[config.mk]
export PLATFORM = sky130hd
export DESIGN_NAME = bpc_ctrl
export DESIGN_NICKNAME = d
export VERILOG_FILES = /design/src/rtl/core/bpc_pkg.sv /design/src/rtl/core/bpc_ctrl.sv
export SDC_FILE = /design/constraint.sdc
export NUM_CORES = 1
export LEC_CHECK = 0
export ABC_AREA = 1
export BUFFER_PORTS_ARGS = -buffer_cell sky130_fd_sc_hd__clkbuf_2
export CAP_MARGIN = 30
export CORE_AREA = 10 10 47 49
export CTS_CLUSTER_SIZE = 20
export DETAILED_ROUTE_END_ITERATION = 8
export DIE_AREA = 0 0 57 59
export PLACE_DENSITY = 0.36
export SLEW_MARGIN = 10
export SYNTH_ARGS = -nofsm -noshare
export SYNTH_HDL_FRONTEND = slang
export SYNTH_SLANG_ARGS = --single-unit
[constraint.sdc]
create_clock -name clk_i -period 2.05 [get_ports clk_i]
set_clock_uncertainty 0.1 [all_clocks]
set_input_delay 0.41 -clock clk_i [delete_from_list [all_inputs] [get_ports clk_i]]
set_output_delay 0.41 -clock clk_i [all_outputs]
set_load 0.05 [all_outputs]
[src/rtl/core/bpc_pkg.sv]
package bpc_pkg;

  localparam int unsigned GAIN_FRAC = 6;
  localparam int unsigned OUT_FRAC  = 4;
  localparam int unsigned HOLD_DEFAULT_MS = 40;

  localparam int unsigned CFG_IDX_W  = 2;
  localparam int unsigned CFG_DATA_W = 16;
  localparam int unsigned SAMPLE_W   = 16;
  localparam int unsigned TIME_W     = 32;
  localparam int unsigned TIDX_W     = 8;
  localparam int unsigned TVAL_W     = 15;
  localparam int unsigned PRESS_W    = 19;
  localparam int unsigned OGAIN_W    = 8;

  localparam logic [CFG_IDX_W-1:0] CFG_BASE_LEVEL  = 2'd0;
  localparam logic [CFG_IDX_W-1:0] CFG_BASE_GAIN   = 2'd1;
  localparam logic [CFG_IDX_W-1:0] CFG_OUTPUT_GAIN = 2'd2;

  localparam logic [CFG_DATA_W-1:0] BASE_LEVEL_RST  = 16'd0;
  localparam logic [CFG_DATA_W-1:0] BASE_GAIN_RST   = 16'd128;
  localparam logic [OGAIN_W-1:0]    OUTPUT_GAIN_RST = 8'd16;

  typedef enum logic [2:0] {
    ST_IDLE,
    ST_SMOOTH,
    ST_SCALE,
    ST_READ,
    ST_INTERP,
    ST_GAIN
  } bpc_state_e;

  typedef struct packed {
    logic capture;
    logic smooth;
    logic scale;
    logic read;
    logic interp;
    logic load_out;
  } bpc_cmd_t;

  typedef struct packed {
    logic is_write;
  } bpc_status_t;

endpackage

[src/rtl/core/bpc_ctrl.sv]
module bpc_ctrl
  import bpc_pkg::*;
(
  input  logic        clk_i,
  input  logic        rst_ni,
  input  logic        in_valid_i,
  output logic        in_ready_o,
  output logic        out_valid_o,
  input  logic        out_ready_i,
  input  bpc_status_t status_i,
  output bpc_cmd_t    cmd_o
);

  bpc_state_e state_q, state_d;
  logic       out_valid_q, out_valid_d;
  logic       accept;

  always_ff @(posedge clk_i or negedge rst_ni) begin
    if (!rst_ni) begin
      state_q     <= ST_IDLE;
      out_valid_q <= 1'b0;
    end else begin
      state_q     <= state_d;
      out_valid_q <= out_valid_d;
    end
  end

  assign in_ready_o  = (state_q == ST_IDLE);
  assign accept      = in_valid_i && in_ready_o;
  assign out_valid_o = out_valid_q;

  always_comb begin
    state_d     = state_q;
    cmd_o       = '0;
    out_valid_d = out_valid_q && !out_ready_i;
    cmd_o.capture = accept;
    case (state_q)
      ST_IDLE: begin
        if (accept && !status_i.is_write) begin
          state_d = ST_SMOOTH;
        end
      end
      ST_SMOOTH: begin
        cmd_o.smooth = 1'b1;
        state_d      = ST_SCALE;
      end
      ST_SCALE: begin
        cmd_o.scale = 1'b1;
        state_d     = ST_READ;
      end
      ST_READ: begin
        cmd_o.read = 1'b1;
        state_d    = ST_INTERP;
      end
      ST_INTERP: begin
        cmd_o.interp = 1'b1;
        state_d      = ST_GAIN;
      end
      ST_GAIN: begin
        if (!out_valid_q || out_ready_i) begin
          cmd_o.load_out = 1'b1;
          out_valid_d    = 1'b1;
          state_d        = ST_IDLE;
        end
      end
      default: begin
        state_d = ST_IDLE;
      end
    endcase
  end

  a_one_step: assert property (@(posedge clk_i) disable iff (!rst_ni)
    $onehot0({cmd_o.smooth, cmd_o.scale, cmd_o.read, cmd_o.interp, cmd_o.load_out}))
    else $error("more than one datapath step issued in a cycle");

  a_no_overwrite: assert property (@(posedge clk_i) disable iff (!rst_ni)
    cmd_o.load_out |-> (!out_valid_q || out_ready_i))
    else $error("waiting result overwritten");

  a_load_shows: assert property (@(posedge clk_i) disable iff (!rst_ni)
    cmd_o.load_out |=> out_valid_o)
    else $error("loaded result not presented");

  a_sample_starts: assert property (@(posedge clk_i) disable iff (!rst_ni)
    (accept && !status_i.is_write) |=> (state_q == ST_SMOOTH))
    else $error("accepted sample did not start processing");

endmodule

* Word-level counts from Yosys, hierarchy flattened
Cells that the tools add are included.
Word-level totals: register bits after elaboration 4, input bits 5, output and inout port bits 8, word-level logic and storage cells 29
Cells by class: eq/ne operators 7, multiplexer cells 11, reductions and logical operators 9
Operator list (number):
- one-hot mux 3 bit (6 select lines) | 1
- two-way mux 1 bit | 8
- == test 3 x 2 -> 1 bit (second input constant) | 2
- == test 3 bit (second input constant) | 2
- two-way mux 3 bit | 2
- == test 3 x 1 -> 1 bit (second input constant) | 1
- logical AND 1 bit | 3
- zero test 1 bit | 3
- zero test 3 bit | 1
- inequality test 2 x 1 -> 1 bit (second input constant) | 1
- inequality test 2 bit (second input constant) | 1
- AND reduction 2 bit | 1
- logical OR 1 bit | 1

* Logic depth before layout (Yosys ltp)
Gate-level depths: netlist of run 1.
word-level depth 5, gate-level depth with buffers 5, gate-level depth less buffers 5

* Worst setup path before layout of run 1
Ideal clock, no wire load.
path type reg2out, start reg state_q[2], end out cmd_o[3] (netlist bit), arrival time 1566 ps, required time 1540 ps, path slack -26 ps, cell stages (with the launch flop) 2, path buffers 0, path through dfrtp_1 > nor3_1
RTL lines:
- start, declared | line bpc_ctrl.sv:14 | bpc_state_e state_q, state_d;
- start signal, assigned | line bpc_ctrl.sv:23 | state_q <= state_d;
- end, declared | line bpc_ctrl.sv:11 | output bpc_cmd_t cmd_o

==> metrics.txt, run 1 <==
# TYPE chip_impl_metric gauge
chip_impl_metric{name="die_h",unit="microns"} 59
chip_impl_metric{name="cp.required",unit="ns"} 1.54
chip_impl_metric{name="irDropWorstVdd",unit="V"} 0.000540
chip_impl_metric{name="cts.sink_count",unit=""} 4
chip_impl_metric{name="synthCells",unit=""} 36
chip_impl_metric{name="floorplan.die.width",unit="microns"} 57
chip_impl_metric{name="dpl_cell_area",unit="sq um"} 319
chip_impl_info{name="path_delay_family",value="flip-flops"} 1
chip_impl_info{name="path_cells",value="nor2_1 -> nand2_1 -> nor2_1 -> clkbuf_2"} 1
chip_impl_metric{name="postSynthRegisterBits",unit=""} 4
chip_impl_metric{name="first_drt_iteration_drcs",unit=""} 2
chip_impl_metric{name="syn_nets",unit=""} 41
chip_impl_metric{name="final_critical_path_required_period",unit="ns"} 1.83
chip_impl_metric{name="grt_start_max_net_pins",unit=""} 8
chip_impl_metric{name="maxCapViolCount",unit=""} 0
chip_impl_metric{name="routed_wire_length_per_instance",unit="microns"} 10.1
chip_impl_metric{name="largest_buffer_count_on_any_clock_path",unit=""} 2
chip_impl_metric{name="timing.final.setup_violations",unit=""} 0
chip_impl_info{name="highest-signal-layer",value="met4"} 1
chip_impl_metric{name="setup-tns-final",unit="ns"} 0
chip_impl_info{name="timing.critical_path.slowest_stage_cell",value="dfrtp_1"} 1
chip_impl_metric{name="netlist-cell-type-count",unit=""} 12
chip_impl_info{name="unrepaired_setup_endpoints_after_global_routing",value="false"} 1
chip_impl_metric{name="wl_met1",unit="microns"} 301
chip_impl_info{name="synth.area.top_cells",value="dfrtp_1, nor2_1, inv_1, nand2_1, nor2_2"} 1
chip_impl_info{name="synth_top_area_cell",value="dfrtp_1"} 1
chip_impl_metric{name="floorplan.initialDensity",unit=""} 0.172
chip_impl_metric{name="post_cts_resized",unit=""} 0
chip_impl_metric{name="grt_pass1_vias",unit=""} 267
chip_impl_metric{name="post-route-period-util",unit=""} 0.891
chip_impl_metric{name="routed-via-count",unit=""} 247
chip_impl_metric{name="slew_violations",unit=""} 0
chip_impl_metric{name="worst-path-buf-inv",unit=""} 1
chip_impl_metric{name="io_pins",unit=""} 13
chip_impl_metric{name="numPortBuffers",unit=""} 12
chip_impl_info{name="hold_path_class",value="primary input to flip-flop"} 1
chip_impl_info{name="cp_common_cell",value="nor2_1"} 1
chip_impl_metric{name="vias_per_cell",unit=""} 3.69
chip_impl_metric{name="postCtsHoldBufs",unit=""} 1
chip_impl_metric{name="worst_slew_margin_rel",unit=""} 0.814
chip_impl_metric{name="yosys.area.top_type_share",unit=""} 0.415
chip_impl_metric{name="fraction_of_final_layout_cells_sized_beyond_drive_strength_1",unit=""} 0.412
chip_impl_metric{name="critical-path-max-stage-delay",unit="ns"} 0.44
chip_impl_metric{name="wire_length_of_the_first_global_routing_pass",unit="mm"} 1.08
chip_impl_info{name="setup.worst_path.class",value="flip-flop to output port"} 1
chip_impl_metric{name="synthesis.area_per_instance",unit="sq um"} 6.71
chip_impl_info{name="run_status",value="completed"} 1
chip_impl_metric{name="timing_hold_violations_final",unit=""} 0
chip_impl_metric{name="yosys_warnings",unit=""} 0
chip_impl_metric{name="tritoncts.num_buffers",unit=""} 3
chip_impl_metric{name="final_area",unit="sq um"} 352
chip_impl_metric{name="global_route.usage.total",unit=""} 0.0442
chip_impl_info{name="cts_tree",value="yes"} 1
chip_impl_metric{name="max_freq",unit="MHz"} 547
chip_impl_metric{name="num-fill-cells",unit=""} 168
chip_impl_metric{name="detail_route.first_pass.iterations",unit=""} 2
chip_impl_metric{name="area_of_the_core_region",unit="sq um"} 1400
chip_impl_metric{name="insertion_delay",unit="ns"} 0.24
chip_impl_metric{name="finalWirelength",unit="microns"} 678
chip_impl_metric{name="number_of_routed_nets_with_antenna_violations",unit=""} 0
chip_impl_info{name="cts_root_buf",value="clkbuf_4"} 1
chip_impl_metric{name="clk_pin_slew",unit="ns"} 0.04
chip_impl_metric{name="route.met2.wl",unit="microns"} 264
chip_impl_metric{name="worstPathArrival",unit="ns"} 1.32
chip_impl_metric{name="grt_antenna_before_repair",unit=""} 0
chip_impl_metric{name="static-leakage-power",unit="uW"} 0.000213
chip_impl_metric{name="post-route-drc-count",unit=""} 0
chip_impl_metric{name="cts_h_tree_depth",unit=""} 1
chip_impl_metric{name="insertedDiodeCount",unit=""} 0
chip_impl_metric{name="routed-wl-met3",unit="microns"} 87
chip_impl_metric{name="dpl.hpwl",unit="microns"} 552
chip_impl_metric{name="worstMarginPinSlew",unit="ns"} 0.280
chip_impl_metric{name="layout.core_utilization",unit=""} 0.251
chip_impl_metric{name="synthToLayoutAreaGrowth",unit="%"} 45.6
chip_impl_metric{name="worst-path-max-fanout",unit=""} 6
chip_impl_metric{name="final_net_count",unit=""} 58
chip_impl_metric{name="placement_rows",unit=""} 14
chip_impl_metric{name="fp.dieArea",unit="sq um"} 3360
chip_impl_metric{name="netlist_area",unit="sq um"} 241
chip_impl_metric{name="yosysSeqAreaShare",unit=""} 0.415
chip_impl_metric{name="cts_setup_buffers",unit=""} 0
chip_impl_metric{name="gp_congestion",unit=""} 0.617
chip_impl_info{name="critical_path.endpoint_type",value="output port"} 1
chip_impl_metric{name="grt_overflow",unit=""} 0
chip_impl_metric{name="pwr_cell_area",unit="nW/um^2"} 1920
chip_impl_info{name="startpoint_type",value="flip-flop"} 1
cell usage in the layout (no fill, tap or decap):
cell type      instances
clkbuf_2              12
nor2_1                 9
inv_1                  7
nand2_1                6
dfrtp_1                4
clkbuf_4               3
inv_2                  2
nor2_2                 2
nor3_2                 1
nand3_2                1
a21oi_1                1
nand3_1                1
or2_1                  1
dlygate4sd3_1          1
Yosys cell counts:
cell type / n
inv_2: 2
nand3_2: 1
nor2_1: 9
nor2_2: 2
a21oi_1: 1
inv_1: 7
nand2_1: 6
nor3_1: 1
buf_4: 1
dfrtp_1: 4
or2_1: 1
nand3_1: 1
kinds of logic (layout without fill, tap and decap cells):
| group | Yosys count | in the layout | share of synthesized area |
|---|---|---|---|
| AO/OA/AOI/OAI | 1 | 1 | 0.0207 |
| AND/OR/NAND/NOR | 21 | 21 | 0.394 |
| buffers and inverters | 10 | 25 | 0.171 |
| flip-flops | 4 | 4 | 0.415 |
power breakdown:
group / internal, uW / switching, uW / total, uW
sequential: 113 / 49.2 / 162
clock: 65.6 / 33.5 / 99.0
combinational: 94.3 / 318 / 413
total: 273 / 401 / 674
worst reg2reg max path, delay by kind of cell (launching register included):
family	cells	cell delay, ns
and+or+nand+nor	4	0.43
DFF	1	0.44
path summary, 6_finish.rpt:
| path | from | to | slack [ns] | cells after the start |
|---|---|---|---|---|
| max | state_q[0]$_DFFE_PN0P_ | cmd_o[5] | 0.22 | 4 |
| min | out_ready_i | out_valid_o$_DFF_PN0_ | 0.38 | 4 |
| max reg2reg | state_q[0]$_DFFE_PN0P_ | state_q[0]$_DFFE_PN0P_ | 0.97 | 4 |
| min reg2reg | out_valid_o$_DFF_PN0_ | out_valid_o$_DFF_PN0_ | 0.45 | 2 |
| max in group asynchronous | rst_ni | state_q[2]$_DFFE_PN0P_ | 1.30 | 2 |
| min in group asynchronous | rst_ni | state_q[1]$_DFFE_PN0P_ | 0.42 | 2 |
state kept, by name, indices dropped and copies added (netlist names):
register,cells
out_valid_o,1
state_q,3
metrics by stage:
| step | setup slack (ns) | hold slack (ns) | instances | total power (uW) |
|---|---|---|---|---|
| 2_1_floorplan | 0.185 | 0.0144 | 36 | 495 |
| 3_3_place_gp | 0.480 | 0.129 | 63 | 582 |
| 3_5_place_dp | 0.469 | 0.130 | 63 | 580 |
| 4_1_cts | 0.208 | 0.378 | 67 | 689 |
| 5_1_grt | 0.114 | 0.420 | 67 | 729 |
| 6_report | 0.223 | 0.381 | 67 | 674 |
routing by layer:
layer / vias up / track usage
li1: 132 / -
met1: 101 / 0.0418
met3: 2 / 0.0236
met5: - / 0
met2: 12 / 0.0543
met4: 0 / 0.0705
final cells by class:
class,instances,area (sq um),share of cell area
clock buffer,3,22.5,0.0641
inverter,9,33.8,0.0961
multi-input combinational,22,105,0.299
sequential,4,100,0.285
tap,16,20.0,0.0569
timing repair buffer,13,70.1,0.199
Note: power is estimated with default switching activity, not from simulation.
==> run 2, diff against run 1 <==
Clock period 2.05 ns to 2 ns, I/O delays scaled along.
==> run 2 against run 1 <==
Against the previous run:
- via count stayed put
- count of clock-buffer cells in the layout is the same
- die area is the same
- core utilization did not move
- combinational power is 2% higher
- register-to-register slack worse by 0.05 ns
- critical path type unchanged
- largest cell class unchanged
==> metrics.txt, run 2 (synthesis results as in run 1) <==
# TYPE chip_impl_metric gauge
chip_impl_metric{name="insertedDiodeCount",unit=""} 0
chip_impl_metric{name="route.met2.wl",unit="microns"} 264
chip_impl_info{name="critical_path.endpoint_type",value="output port"} 1
chip_impl_metric{name="cts.sink_count",unit=""} 4
chip_impl_metric{name="power",unit="uW"} 690
chip_impl_metric{name="setup-tns-final",unit="ns"} 0
chip_impl_info{name="run_status",value="completed"} 1
chip_impl_metric{name="timing_hold_violations_final",unit=""} 0
chip_impl_metric{name="grt_overflow",unit=""} 0
chip_impl_metric{name="largest_buffer_count_on_any_clock_path",unit=""} 2
chip_impl_info{name="hold_path_class",value="primary input to flip-flop"} 1
chip_impl_metric{name="wl_met1",unit="microns"} 301
chip_impl_info{name="max_flop_register",value="state_q"} 1
chip_impl_metric{name="critical-path-max-stage-delay",unit="ns"} 0.44
chip_impl_metric{name="cp.required",unit="ns"} 1.50
chip_impl_info{name="holdCritStartpoint",value="out_ready_i"} 1
chip_impl_info{name="unrepaired_setup_endpoints_after_global_routing",value="false"} 1
chip_impl_metric{name="numPortBuffers",unit=""} 12
chip_impl_metric{name="worstMarginPinSlew",unit="ns"} 0.280
chip_impl_metric{name="num-fill-cells",unit=""} 169
chip_impl_metric{name="grt_pass1_vias",unit=""} 267
chip_impl_metric{name="tritoncts.num_buffers",unit=""} 3
chip_impl_info{name="timing.critical_path.slowest_stage_cell",value="dfrtp_1"} 1
chip_impl_metric{name="worst_slew_margin_rel",unit=""} 0.814
chip_impl_metric{name="grt_start_max_net_pins",unit=""} 8
chip_impl_metric{name="floorplan.die.width",unit="microns"} 57
chip_impl_info{name="cp_common_cell",value="nor2_1"} 1
chip_impl_metric{name="fp.dieArea",unit="sq um"} 3360
chip_impl_metric{name="post_cts_resized",unit=""} 0
chip_impl_metric{name="worst-path-buf-inv",unit=""} 1
chip_impl_metric{name="max_freq",unit="MHz"} 550
chip_impl_info{name="critical_path.startpoint",value="state_q[0]$_DFFE_PN0P_"} 1
chip_impl_metric{name="post-route-period-util",unit=""} 0.908
chip_impl_metric{name="vias_per_cell",unit=""} 3.69
chip_impl_metric{name="layout_setup_ws",unit="ns"} 0.183
chip_impl_metric{name="finalWirelength",unit="microns"} 677
chip_impl_metric{name="combinationalPowerShare",unit=""} 0.613
chip_impl_metric{name="placement_rows",unit=""} 14
chip_impl_metric{name="final_critical_path_required_period",unit="ns"} 1.82
chip_impl_metric{name="static-leakage-power",unit="uW"} 0.000213
chip_impl_metric{name="die_h",unit="microns"} 59
chip_impl_metric{name="largest_reg_flops",unit=""} 3
chip_impl_metric{name="pwr_cell_area",unit="nW/um^2"} 1960
chip_impl_metric{name="clk_pin_slew",unit="ns"} 0.04
chip_impl_metric{name="gp_congestion",unit=""} 0.618
chip_impl_metric{name="sequential_cell_area",unit="sq um"} 100
chip_impl_info{name="startpoint_type",value="flip-flop"} 1
chip_impl_metric{name="routed-wl-met3",unit="microns"} 87
chip_impl_metric{name="placed_cells",unit=""} 63
chip_impl_info{name="highest-signal-layer",value="met4"} 1
chip_impl_info{name="most_frequent_standard_cell_in_the_layout_excluding_fill_and_tap_cells",value="clkbuf_2"} 1
chip_impl_metric{name="detail_route.first_pass.iterations",unit=""} 2
chip_impl_metric{name="sw_frac_of_total",unit=""} 0.595
chip_impl_metric{name="pwr-share-clk",unit=""} 0.147
chip_impl_metric{name="dpl_worst_slack",unit="ns"} 0.429
chip_impl_metric{name="floorplan.initialDensity",unit=""} 0.172
chip_impl_metric{name="first_drt_iteration_drcs",unit=""} 2
chip_impl_metric{name="cts_h_tree_depth",unit=""} 1
chip_impl_metric{name="dpl.hpwl",unit="microns"} 553
chip_impl_metric{name="worst-path-max-fanout",unit=""} 6
chip_impl_info{name="worstReg2RegStart",value="state_q[0]$_DFFE_PN0P_"} 1
chip_impl_metric{name="instances_no_fill",unit=""} 67
chip_impl_metric{name="synthToLayoutAreaGrowth",unit="%"} 45.6
chip_impl_metric{name="area_of_the_core_region",unit="sq um"} 1400
chip_impl_metric{name="timing.final.setup_violations",unit=""} 0
chip_impl_metric{name="netSwitchingPower",unit="uW"} 411
chip_impl_metric{name="fraction_of_final_layout_cells_sized_beyond_drive_strength_1",unit=""} 0.412
chip_impl_metric{name="final_net_count",unit=""} 58
chip_impl_metric{name="slew_violations",unit=""} 0
chip_impl_metric{name="maxCapViolCount",unit=""} 0
chip_impl_metric{name="wire_length_of_the_first_global_routing_pass",unit="mm"} 1.08
chip_impl_metric{name="routed-via-count",unit=""} 247
chip_impl_metric{name="global_route.usage.total",unit=""} 0.0442
chip_impl_metric{name="power_report.internal_total",unit="uW"} 279
chip_impl_metric{name="irDropWorstVdd",unit="V"} 0.000554
chip_impl_metric{name="seqPwrFrac",unit=""} 0.240
chip_impl_metric{name="grt_antenna_before_repair",unit=""} 0
chip_impl_metric{name="io_pins",unit=""} 13
chip_impl_metric{name="insertion_delay",unit="ns"} 0.24
chip_impl_info{name="path_cells",value="nor2_1 -> nand2_1 -> nor2_1 -> clkbuf_2"} 1
chip_impl_metric{name="multi_input_comb_area",unit="sq um"} 105
chip_impl_metric{name="number_of_routed_nets_with_antenna_violations",unit=""} 0
chip_impl_info{name="cts_tree",value="yes"} 1
chip_impl_metric{name="post-route-drc-count",unit=""} 0
chip_impl_metric{name="worstPathArrival",unit="ns"} 1.32
chip_impl_info{name="path_delay_family",value="flip-flops"} 1
chip_impl_info{name="setup.worst_path.class",value="flip-flop to output port"} 1
chip_impl_metric{name="routed_wire_length_per_instance",unit="microns"} 10.1
chip_impl_info{name="final_cell_mix",value="clkbuf_2, nor2_1, inv_1"} 1
chip_impl_info{name="cts_root_buf",value="clkbuf_4"} 1
run 2: power by group through the flow:
stage	registers, uW	logic, uW	clock network, uW
floorplan	179	328	0
global placement	166	431	0
detailed placement	166	429	0
CTS	165	433	108
global route	176	461	111
finish	166	423	102
run 2: area by class of cell:
type                    count  share of cell area
clock buffers               3              0.0641
flip-flops and latches      4               0.285
repair buffers             13               0.199
well taps                  16              0.0569
multi-input cells          22               0.299
inverters                   9              0.0961
run 2: final timing paths:
kind,slack (ns),end,depth (start not counted)
setup / recovery,0.18,cmd_o[5],4
hold / removal,0.37,out_valid_o$_DFF_PN0_,4
setup reg to reg,0.92,state_q[0]$_DFFE_PN0P_,4
hold reg to reg,0.45,out_valid_o$_DFF_PN0_,2
max in group asynchronous,1.26,state_q[2]$_DFFE_PN0P_,2
min in group asynchronous,0.41,state_q[1]$_DFFE_PN0P_,2
run 2: worst register-to-register path, delay by kind of cell (launching register included):
kind	cells	cell delay (ns)
simple gates	4	0.43
flops	1	0.44
run 2: repair_timing:
item,CTS,global route
hold buffers,1,0
setup buffers,0,0
endpoints found under the hold margin,4,0
run 2: layer usage:
metal / vias up / GRT usage
met1: 101 / 0.0418
met3: 2 / 0.0236
met5: - / 0
li1: 132 / -
met2: 12 / 0.0543
met4: 0 / 0.0705
run 2: per-stage QoR:
step                hold slack, ns  utilization  instance area (sq um)
floorplan                  0.00441            -                    246
global route                 0.410        0.251                    352
detailed placement           0.120        0.228                    319
CTS                          0.368        0.251                    352
finish                       0.371        0.251                    352
global placement             0.119        0.228                    319
==> run 3, diff against run 2 <==
--- a/config.mk
+++ b/config.mk
@@ -6,5 +6,4 @@
 export NUM_CORES = 1
 export LEC_CHECK = 0
-export ABC_AREA = 1
 export BUFFER_PORTS_ARGS = -buffer_cell sky130_fd_sc_hd__clkbuf_2
 export CAP_MARGIN = 30
@@ -13,5 +12,5 @@
 export DETAILED_ROUTE_END_ITERATION = 8
 export DIE_AREA = 0 0 57 59
-export PLACE_DENSITY = 0.36
+export PLACE_DENSITY = 0.38
 export SLEW_MARGIN = 10
 export SYNTH_ARGS = -nofsm -noshare
==> constraint.sdc (replaced) <==
create_clock -name clk_i -period 2 [get_ports clk_i]
set_clock_uncertainty 0.1 [all_clocks]
set_input_delay 0 -clock clk_i [delete_from_list [all_inputs] [get_ports clk_i]]
set_output_delay 0 -clock clk_i [all_outputs]
set_load 0.05 [all_outputs]
==> run 3 against run 2 <==
Against the previous run:
- first-iteration DRC count unchanged
- sequential share of layout area is 1.8 points lower
- synthesized area grew 6.7%
- count of clock-buffer cells in the layout unchanged
- die area unchanged
- largest cell class unchanged
==> metrics.txt, run 3 <==
# TYPE chip_impl_metric gauge
chip_impl_info{name="cts_tree",value="yes"} 1
chip_impl_info{name="yosys.cell_count.top_type",value="dfrtp_1"} 1
chip_impl_metric{name="worstMarginPinSlew",unit="ns"} 0.338
chip_impl_metric{name="global_route.usage.total",unit=""} 0.0411
chip_impl_metric{name="num-fill-cells",unit=""} 169
chip_impl_metric{name="cts_setup_buffers",unit=""} 0
chip_impl_metric{name="cts_h_tree_depth",unit=""} 1
chip_impl_metric{name="timing.final.setup_violations",unit=""} 0
chip_impl_info{name="most_frequent_standard_cell_in_the_layout_excluding_fill_and_tap_cells",value="clkbuf_2"} 1
chip_impl_info{name="unrepaired_setup_endpoints_after_global_routing",value="false"} 1
chip_impl_info{name="hold_path_class",value="primary input to flip-flop"} 1
chip_impl_metric{name="routed-via-count",unit=""} 245
chip_impl_metric{name="post-route-drc-count",unit=""} 0
chip_impl_metric{name="postSynthRegisterBits",unit=""} 4
chip_impl_metric{name="setup-tns-final",unit="ns"} 0
chip_impl_metric{name="final_critical_path_required_period",unit="ns"} 1.48
chip_impl_metric{name="netlist_area",unit="sq um"} 258
chip_impl_metric{name="post_cts_resized",unit=""} 0
chip_impl_info{name="run_status",value="completed"} 1
chip_impl_metric{name="cts.sink_count",unit=""} 4
chip_impl_metric{name="yosys_warnings",unit=""} 0
chip_impl_metric{name="count_of_flip_flops_with_a_built_in_enable_after_synthesis",unit=""} 0
chip_impl_metric{name="final_net_count",unit=""} 49
chip_impl_info{name="critical_path.endpoint_type",value="output port"} 1
chip_impl_metric{name="largest_buffer_count_on_any_clock_path",unit=""} 2
chip_impl_metric{name="dpl.hpwl",unit="microns"} 489
chip_impl_metric{name="slew_violations",unit=""} 0
chip_impl_metric{name="multi_input_comb_area",unit="sq um"} 133
chip_impl_metric{name="netlist-cell-type-count",unit=""} 16
chip_impl_metric{name="first_drt_iteration_drcs",unit=""} 2
chip_impl_metric{name="fp.dieArea",unit="sq um"} 3360
chip_impl_metric{name="detail_route.first_pass.iterations",unit=""} 4
chip_impl_metric{name="post-route-period-util",unit=""} 0.738
chip_impl_metric{name="worst_slew_margin_rel",unit=""} 0.774
chip_impl_info{name="setup.worst_path.class",value="flip-flop to output port"} 1
chip_impl_metric{name="syn_nets",unit=""} 31
chip_impl_metric{name="postCtsHoldBufs",unit=""} 4
chip_impl_metric{name="vias_per_cell",unit=""} 4.22
chip_impl_metric{name="final_area",unit="sq um"} 375
chip_impl_info{name="ys_dominant_reg_cell",value="dfrtp_1"} 1
chip_impl_metric{name="synthToLayoutAreaGrowth",unit="%"} 45.6
chip_impl_info{name="cts_root_buf",value="clkbuf_4"} 1
chip_impl_metric{name="grt_antenna_before_repair",unit=""} 0
chip_impl_metric{name="synthesis.area_per_instance",unit="sq um"} 9.91
chip_impl_metric{name="routed_wire_length_per_instance",unit="microns"} 11.2
chip_impl_metric{name="grt_start_max_net_pins",unit=""} 10
chip_impl_metric{name="cp.required",unit="ns"} 1.90
chip_impl_metric{name="clk_pin_slew",unit="ns"} 0.04
chip_impl_metric{name="timing_hold_violations_final",unit=""} 0
chip_impl_metric{name="largest_reg_flops",unit=""} 3
chip_impl_metric{name="wire_length_of_the_first_global_routing_pass",unit="mm"} 1.01
chip_impl_info{name="synth_top_area_cell",value="dfrtp_1"} 1
chip_impl_metric{name="worstPathArrival",unit="ns"} 1.38
chip_impl_metric{name="synthCells",unit=""} 26
chip_impl_metric{name="worst-path-max-fanout",unit=""} 9
chip_impl_info{name="max_flop_register",value="state_q"} 1
chip_impl_metric{name="grt_overflow",unit=""} 0
chip_impl_metric{name="max_freq",unit="MHz"} 677
chip_impl_metric{name="placement_rows",unit=""} 14
chip_impl_metric{name="die_h",unit="microns"} 59
chip_impl_metric{name="floorplan.die.width",unit="microns"} 57
chip_impl_metric{name="fraction_of_final_layout_cells_sized_beyond_drive_strength_1",unit=""} 0.452
chip_impl_info{name="final_cell_mix",value="clkbuf_2, dlygate4sd3_1, dfrtp_1"} 1
chip_impl_metric{name="gp_congestion",unit=""} 0.704
chip_impl_metric{name="io_pins",unit=""} 13
chip_impl_metric{name="maxCapViolCount",unit=""} 0
chip_impl_info{name="synth.area.top_cells",value="dfrtp_1, buf_6, nor3b_1, a211oi_2, and2_1"} 1
chip_impl_metric{name="insertion_delay",unit="ns"} 0.24
chip_impl_metric{name="finalWirelength",unit="microns"} 652
chip_impl_metric{name="grt_pass1_vias",unit=""} 231
chip_impl_metric{name="floorplan.initialDensity",unit=""} 0.184
chip_impl_metric{name="numPortBuffers",unit=""} 12
chip_impl_metric{name="tritoncts.num_buffers",unit=""} 3
chip_impl_metric{name="async_reset_ff_frac",unit=""} 1.00
chip_impl_info{name="startpoint_type",value="flip-flop"} 1
chip_impl_metric{name="dpl_cell_area",unit="sq um"} 313
chip_impl_metric{name="yosys.area.top_type_share",unit=""} 0.388
chip_impl_metric{name="area_of_the_core_region",unit="sq um"} 1400
chip_impl_metric{name="yosysSeqAreaShare",unit=""} 0.388
chip_impl_metric{name="number_of_routed_nets_with_antenna_violations",unit=""} 0
chip_impl_metric{name="sequential_cell_area",unit="sq um"} 100
chip_impl_metric{name="insertedDiodeCount",unit=""} 0
-- run 3: path summary, 6_finish.rpt --
path,start,endpoint,slack [ns],cells after the start
worst min-delay path,status_i,state_q[0]$_DFFE_PN0P_,0.09,4
worst max register to register,state_q[0]$_DFFE_PN0P_,state_q[0]$_DFFE_PN0P_,0.85,3
worst max-delay path,state_q[2]$_DFFE_PN0P_,cmd_o[5],0.52,3
max in group asynchronous,rst_ni,state_q[2]$_DFFE_PN0P_,0.57,4
worst min register to register,out_valid_o$_DFF_PN0_,out_valid_o$_DFF_PN0_,0.42,2
min in group asynchronous,rst_ni,out_valid_o$_DFF_PN0_,0.53,3
-- run 3: cell type report --
type                       count  area share
timing repair buffer          16       0.267
multi-input combinational     19       0.353
tap                           16      0.0533
clock buffer                   3      0.0600
sequential                     4       0.267
-- run 3: critical path, cell delays in order, from the launching register on --
cell and delay, ns:
dfrtp_1 0.49, nor3_2 0.24, and2_1 0.14, clkbuf_2 0.27
-- run 3: logic make-up after synthesis --
| family | count (synthesis) | share of synthesized area |
|---|---|---|
| and+or+nand+nor | 17 | 0.422 |
| DFF | 4 | 0.388 |
| buffers and inverters | 3 | 0.117 |
| AOI/OAI and AO/OA | 2 | 0.0728 |
-- run 3: layer usage --
metal / GRT usage / vias up / share of wire
met3: 0.00644 / 2 / 0.0077
met4: 0.0705 / 0 / 0.025
met1: 0.0333 / 119 / 0.35
met2: 0.0667 / 6 / 0.62
met5: 0 / - / 0
li1: - / 118 / -
-- run 3: through the flow --
step	setup WS [ns]	util	hold slack, ns	instances
finish	0.523	0.268	0.0851	58
global route	0.460	0.268	0.139	58
CTS	0.515	0.268	0.0754	58
detailed placement	0.782	0.223	-0.289	51
global placement	0.787	0.223	-0.288	51
floorplan	0.310	-	-0.396	26
Power of run 3 is left out: the tool's default activity adds up to more than one toggle a clock period on the data nets, which glitch-free logic cannot reach.
